### config.mk
export PLATFORM = sky130hd
export DESIGN_NAME = ipt_front
export DESIGN_NICKNAME = d
export VERILOG_FILES = /design/src/design/ipt_pkg.sv /design/src/design/ipt_front.sv
export SDC_FILE = /design/constraint.sdc
export NUM_CORES = 1
export LEC_CHECK = 0
export ABC_AREA = 1
export BUFFER_PORTS_ARGS = -buffer_cell sky130_fd_sc_hd__clkbuf_2
export CAP_MARGIN = 0
export CELL_PAD_IN_SITES_DETAIL_PLACEMENT = 2
export CELL_PAD_IN_SITES_GLOBAL_PLACEMENT = 2
export CORE_MARGIN = 2
export CORE_UTILIZATION = 43
export CTS_CLUSTER_SIZE = 8
export DETAILED_ROUTE_END_ITERATION = 10
export PLACE_DENSITY_LB_ADDON = 0.1
export SLEW_MARGIN = 20
export SYNTH_ARGS = -nofsm -noshare
export SYNTH_HDL_FRONTEND = slang
export SYNTH_SLANG_ARGS = --single-unit
### constraint.sdc
create_clock -name clk -period 4.72 [get_ports clk]
set_clock_uncertainty 0.05 [all_clocks]
set_input_delay 0.236 -clock clk [delete_from_list [all_inputs] [get_ports clk]]
set_output_delay 0.236 -clock clk [all_outputs]
set_load 0.01 [all_outputs]
### src/design/ipt_pkg.sv
// Shared types, codes and constants of the indexed pixel to RGB565 tint unit.
package ipt_pkg;

  // Palette geometry
  localparam int PALETTE_ENTRIES = 256;
  localparam int PAL_AW = (PALETTE_ENTRIES > 1) ? $clog2(PALETTE_ENTRIES) : 1;

  // Request queue between front and back
  localparam int QUEUE_DEPTH = 4;
  localparam int QUEUE_AW = $clog2(QUEUE_DEPTH);

  // Command codes on the request port
  localparam logic CMD_LOAD = 1'b0;
  localparam logic CMD_PIXEL = 1'b1;

  // Configuration register indexes
  localparam logic REG_TINT_MODE = 1'b0;
  localparam logic REG_MACHINE_SELECT = 1'b1;

  // Tint modes; the unused code behaves as desaturate
  localparam logic [1:0] MODE_PLAIN = 2'd0;
  localparam logic [1:0] MODE_COOL = 2'd1;
  localparam logic [1:0] MODE_DESAT = 2'd2;

  // Classified operations carried through the queue
  localparam logic [1:0] OP_LOAD = 2'd0;
  localparam logic [1:0] OP_PIXEL = 2'd1;
  localparam logic [1:0] OP_BLANK = 2'd2;

  // Cool tint step and luminance weights
  localparam logic [7:0] COOL_STEP = 8'd20;
  localparam logic [7:0] COOL_BLUE_LIMIT = 8'd235;
  localparam logic [14:0] LUM_WEIGHT_R = 15'd30;
  localparam logic [14:0] LUM_WEIGHT_G = 15'd59;
  localparam logic [14:0] LUM_WEIGHT_B = 15'd11;
  // Divide by 100 as multiply by ceil(2^19 / 100), exact below 25600
  localparam logic [12:0] LUM_RECIP = 13'd5243;
  localparam int LUM_SHIFT = 19;

  typedef struct packed {
    logic [1:0] tint_mode;
    logic machine_select;
  } ipt_cfg_t;

  typedef struct packed {
    logic [1:0] op;
    logic table_choice;
    logic [PAL_AW-1:0] addr;
    logic [23:0] color;
  } ipt_item_t;

  function automatic logic [15:0] pack565(input logic [7:0] r, input logic [7:0] g,
                                          input logic [7:0] b);
    return {r[7:3], g[7:2], b[7:3]};
  endfunction

endpackage

### src/design/ipt_front.sv
// Front end: classify incoming requests and hold them in a short queue.
module ipt_front import ipt_pkg::*; (
  input  logic            clk,
  input  logic            rst,
  input  logic            start,
  input  logic            cmd,
  input  logic            table_choice,
  input  logic [7:0]      color_index,
  input  logic [23:0]     source_color,
  output logic            busy,
  output logic            item_valid,
  output ipt_item_t       item
);

  ipt_item_t             queue [QUEUE_DEPTH];
  logic [QUEUE_AW-1:0]   wr_ptr;
  logic [QUEUE_AW-1:0]   rd_ptr;
  logic [QUEUE_AW:0]     count;
  logic [QUEUE_AW:0]     count_next;
  ipt_item_t             classified;
  logic                  in_range;
  logic                  push;
  logic                  pop;

  assign in_range = {1'b0, color_index} < 9'(PALETTE_ENTRIES);

  always_comb begin
    classified.table_choice = table_choice;
    classified.addr = color_index[PAL_AW-1:0];
    classified.color = source_color;
    if (cmd == CMD_LOAD) begin
      classified.op = OP_LOAD;
    end else if (in_range) begin
      classified.op = OP_PIXEL;
    end else begin
      classified.op = OP_BLANK;
    end
  end

  assign busy = (count == (QUEUE_AW + 1)'(QUEUE_DEPTH));
  // Drop loads outside the palette; they have no effect
  assign push = start && !busy && !(cmd == CMD_LOAD && !in_range);
  // The back end never stalls, so drain whenever something waits
  assign pop = (count != '0);
  assign item_valid = pop;
  assign item = queue[rd_ptr];

  always_comb begin
    count_next = count;
    if (push && !pop) begin
      count_next = count + 1'b1;
    end else if (pop && !push) begin
      count_next = count - 1'b1;
    end
  end

  always_ff @(posedge clk) begin
    if (rst) begin
      wr_ptr <= '0;
      rd_ptr <= '0;
      count <= '0;
    end else begin
      if (push) begin
        wr_ptr <= wr_ptr + 1'b1;
      end
      if (pop) begin
        rd_ptr <= rd_ptr + 1'b1;
      end
      count <= count_next;
    end
  end

  always_ff @(posedge clk) begin
    if (push) begin
      queue[wr_ptr] <= classified;
    end
  end

endmodule

Word level (Yosys, flattened, before mapping) --
Memory sizes are Yosys's and may differ from the RTL's. A register that Yosys moved wholly into a read port is not among the register bits. Index checks and enable logic that the tools add are counted.
Storage, ports and cells: register bits after elaboration 7, input port bits 37, memories 1, memory bits (writable) 136, logic and storage cells 24
Memory list:
- queue | depth 4, bits a word 34, read ports 1, clocked after Yosys merged registers in 1, wr ports 1, line ipt_front.sv:15 | ipt_item_t queue [QUEUE_DEPTH];
Operators by class: reduce and logical (&&, ||, !) cells 8, equal/unequal tests 1, add/subtract/negate cells 4, multiplexer cells 7
Operator list (number):
- 2-to-1 mux 3 bit | 2
- adder 2 x 1 -> 2 bit, second input constant | 2
- 2-to-1 mux 2 bit | 2
- adder 3 x 1 -> 3 bit, second input constant | 1
- == test 3 bit, second input constant | 1
- logical AND 1 bit | 3
- logical NOT 1 bit | 3
- 2-to-1 mux 1 bit | 3
- nonzero test 3 bit | 1
- subtractor 3 x 1 -> 3 bit, second input constant | 1
- nonzero test 2 bit | 1

Longest topological paths before layout --
depth after elaboration 7, gate-level depth with buffers 11, gate-level depth less buffers 11

Worst setup path after synthesis --
Ideal clock, no wire load.
path type flip-flop to flip-flop, from reg count[0], to mem queue[0][0] (netlist bit) (enable), buffers on the path 0, stages on the path, launching flop included 7, arrival 2.168 ns, required time 4.245 ns, slack 2.077 ns, path through dfxtp_1 -> inv_2 -> nand2_2 -> nor2_4 -> nor2_4 -> inv_2 -> nor2_1
Between the ends: longest elaborated chain between the ends 5
Ends and longest elaborated chain:
- start: declaration | line ipt_front.sv:18 | logic [QUEUE_AW:0] count;
- start signal: assignment | line ipt_front.sv:69 | count <= count_next;
- == test 3 bit | line ipt_front.sv:40 | assign busy = (count == (QUEUE_AW + 1)'(QUEUE_DEPTH));
- net busy | line ipt_front.sv:10 | output logic busy,
- logical NOT 1 bit | line ipt_front.sv:42 | assign push = start && !busy && !(cmd == CMD_LOAD && !in_range);
- logical AND 1 bit | line ipt_front.sv:42
- net push | line ipt_front.sv:22 | logic push;
- 2-to-1 mux 1 bit | line ipt_front.sv:74 | if (push) begin
- 2-to-1 mux 1 bit (not written as such) | line ipt_front.sv:75 | queue[wr_ptr] <= classified;
- end: declaration | line ipt_front.sv:15
The timed path passes the listed nets, and every way through them passes these cells.

==> results.txt <==
----------------------------------------------------
[STA]
  Achievable frequency ... just under 400 MHz
  Setup repair after global routing missed its margin ... no
  Portion of the clock cycle consumed by the worst path in the final layout ... 0.5329
  Smallest setup slack after layout ... 2.205 ns
  Endpoints failing setup ... 0
  Final max-slew violation count ... 0
  Final worst path period need ... 2.515 ns
  Rel. slew slack ... 0.5399
  Total negative slack ... 0 ns
  Worst Tran Pin Value ... 0.6886 ns
  Final Hold Vio Count ... 0

[Min path]
  Hold/Removal Path Class ... in2reg
  Hold_sp ... source_color[23]
  Hold Crit Depth ... 1
  End of the worst hold path ... queue[3][23]

[GRT]
  Grt total ovfl ... 0
  Gr usage total ... 0.2180
  First-pass GRT wire length ... 22780 um
  Antenna violations before repair ... 0
  Maximum number of pins on one net before global-route repair ... 69
  Number of global-route vias before repair ... 4131

[Place]
  Post-place setup slack ... between 2 and 2.5 ns
  Hpwl dp ... 8093 um
  Final estimated routing congestion in global placement ... roughly 0.70
  Port Buffer Count ... slightly above 70

[Job]
  Maxcap violations ... 0

[Layout]
  Commonest non-fill, non-tap cells in the layout ... sky130_fd_sc_hd__edfxtp_1, sky130_fd_sc_hd__clkbuf_2, sky130_fd_sc_hd__o21ai_0
  Fraction of layout cells with a size suffix above 1 ... 0.3034
  Most common library cell in the layout ignoring fill and taps ... sky130_fd_sc_hd__edfxtp_1
  Net count, final ... between 500 and 600
  Diode insertion count for antenna repair ... 0
  Area growth from synthesis to layout ... 25.64%

[Worst setup path]
  Origin of the critical flop-to-flop path ... count[0]
  Worst Path Required ... 4.43 ns
  Reg2Reg Setup Slack ... ~2.7 ns
  CP Class ... reg2out
  Maximum net fanout on the critical path ... 35
  Nature of the critical path endpoint ... output pin
  Worst EP arrival ... 2.23 ns
  Critical path startpoint category ... flop
  Worst reg2reg endpoint ... queue[3][26]
  Register-to-Register Path Depth ... 8

[Detailed routing]
  Top sig layer ... met4
  DRC violations left ... 0
  Total routed wirelength ... 14760 um
  Detailed route wirelength on metal2 ... 7889 um
  WL met1 ... 6101 um
  Via-per-instance ratio ... 5.244
  First drt pass iteration count ... 4
  Starting DRC count in detailed routing ... 214
  Total via count in the routed design ... 3671
  Antenna-violating nets left ... 0
  Wire length on met3 ... between 400 and 500 um
  DR WL/cell ... 21.09 um

[Power]
  Cell Pwr Density ... roughly 600 nW/um^2
  Leakage power of the design ... 0.002626 uW
  VDD IR-drop max ... 0.3008 mV

[Floorplan]
  I/O pin count ... 74
  CORE AREA ... 13140 sq um
  X dimension of the die ... 119.6 um
  Die outline height ... ~120 um
  Initial core utilization ... 0.4376
  Area of the die ... 14310 sq um
  Row Count ... 42

[Synth]
  Combinational family with the most area after synthesis ... compound AO/OA/AOI/OAI gates
  Combined area of all synthesized cells ... 5749 sq um
  Adder-cell share of the synthesized area ... 0.01088
  Area fraction in compound gates after synthesis ... 0.1206
  Post-Synthesis Net Count ... 446
  XOR/XNOR share of the synthesized area ... 0
  Mapped Cells ... 404
  Synth Area in Simple Gates ... 0.08183
  Distinct cell type count of the synthesized netlist ... 24
  Yosys warning total ... 0
  Mapped Avg Cell Area ... 14.23 sq um
  Fraction of the yosys area taken by sequential cells ... 0.7417
  Seq cells post-synth ... 145
  Proportion of synthesized area in mux cells ... 0

[CTS]
  Clock buffer depth ... 2
  Clock transition at the registers of the reported paths ... 0.06 ns
  CTS Root Buffer Type ... sky130_fd_sc_hd__clkbuf_16
  Clock Latency Late Sink ... 0.42 ns
  Total number of H-tree levels ... 4
  Clock tree from TritonCTS ... done
  Total clock buffers created by CTS ... 17
  Post-CTS resize count ... 0
  Sink Count ... approximately 150

[Outcome]
  Status ... finished clean

----------------------------------------------------
synthesized netlist by cell type:
| library cell | number | share of area |
|---|---|---|
| sky130_fd_sc_hd__o22ai_1 | 14 | 0.015 |
| sky130_fd_sc_hd__buf_6 | 2 | 0.0039 |
| sky130_fd_sc_hd__nand4_1 | 1 | 0.0011 |
| sky130_fd_sc_hd__conb_1 | 1 | 0.00065 |
| sky130_fd_sc_hd__buf_4 | 3 | 0.0039 |
| sky130_fd_sc_hd__a21oi_1 | 1 | 0.00087 |
| sky130_fd_sc_hd__buf_12 | 3 | 0.010 |
| sky130_fd_sc_hd__nor2_4 | 2 | 0.0039 |
| sky130_fd_sc_hd__buf_2 | 12 | 0.010 |
| sky130_fd_sc_hd__o21ai_0 | 65 | 0.057 |
| sky130_fd_sc_hd__inv_6 | 1 | 0.0015 |
| sky130_fd_sc_hd__o21ai_1 | 5 | 0.0044 |
| sky130_fd_sc_hd__nor2_1 | 64 | 0.042 |
| sky130_fd_sc_hd__clkbuf_2 | 2 | 0.0017 |
| sky130_fd_sc_hd__nand2_2 | 1 | 0.0011 |
| sky130_fd_sc_hd__o22ai_2 | 20 | 0.044 |
| sky130_fd_sc_hd__dfxtp_1 | 9 | 0.031 |
| sky130_fd_sc_hd__nand3_1 | 2 | 0.0017 |
| sky130_fd_sc_hd__inv_1 | 16 | 0.010 |
| sky130_fd_sc_hd__nand2_1 | 16 | 0.010 |
| sky130_fd_sc_hd__ha_1 | 5 | 0.011 |
| sky130_fd_sc_hd__inv_2 | 3 | 0.0020 |
| sky130_fd_sc_hd__edfxtp_1 | 136 | 0.71 |
| sky130_fd_sc_hd__nor2_2 | 20 | 0.022 |
power breakdown:
part	switching [uW]	total [uW]	internal, uW
sequential	48.9	1610	1560
clock	503	1380	878
combinational	893	1340	442
total	1450	4320	2880
routing by layer:
metal | global-route usage | up-vias
met3 | 0.04990 | 22
met4 | 0.08015 | 0
met5 | 0 | -
met1 | 0.2599 | 1884
met2 | 0.3857 | 76
li1 | - | 1689
flip-flops by register name, summed over array words and instances (netlist names), named ones only:
name,count
queue,136
count,3
rd_ptr,2
wr_ptr,2
cell families (layout without fill, tap and decap cells):
| logic type | Yosys count | count (layout) |
|---|---|---|
| AO/OA/AOI/OAI | 105 | 105 |
| adder cells (fa/ha/maj) | 5 | 5 |
| buffers and inverters | 42 | 162 |
| flip-flops | 145 | 145 |
| other | 1 | 1 |
| AND/OR/NAND/NOR | 106 | 106 |
worst max path at each step:
stage,end,slack [ns],from,cells past startpoint
3_5_place_dp,queue[2][11],2.43,count[0],6
2_1_floorplan,queue[0][0],2.08,count[0],6
4_1_cts,item[21],2.13,flop,5
6_report,item[21],2.20,flop,5
5_1_grt,item[21],2.04,flop,5
3_3_place_gp,queue[3][6],2.52,count[0],6
cell type report:
type | count | area, sq um
tap | 176 | 220.2
fill | 1214 | 5914
clock inverter | 12 | 165.2
sequential | 145 | 4265
inverter | 20 | 80.08
multi-input combinational | 217 | 1260
timing repair buffer | 110 | 795.8
clock buffer | 20 | 436.7
critical path: stages, from the launching register on:
cell and delay, ns:
sky130_fd_sc_hd__dfxtp_1 0.31, sky130_fd_sc_hd__buf_4 0.25, sky130_fd_sc_hd__inv_2 0.55, sky130_fd_sc_hd__o21ai_0 0.27, sky130_fd_sc_hd__o22ai_1 0.23, sky130_fd_sc_hd__clkbuf_2 0.17
stage by stage:
step	hold slack, ns	std cells	util	instance area (sq um)	total power [uW]
after floorplan	0.2849	404	-	5749	2516
after global placement	0.4058	633	0.4726	6208	2852
after detailed placement	0.4135	635	0.4768	6264	2940
after CTS	0.001248	698	0.5462	7176	4350
after global routing	0.001521	700	0.5498	7223	4543
final	0.01395	700	0.5498	7223	4324
timing repair:
action	4_1_cts	5_1_grt
endpoints found under the hold margin	117	0
endpoints found under the setup margin	0	0
buffers inserted	0	0
hold buffers	31	0
Power figures use the tool's default switching activity.
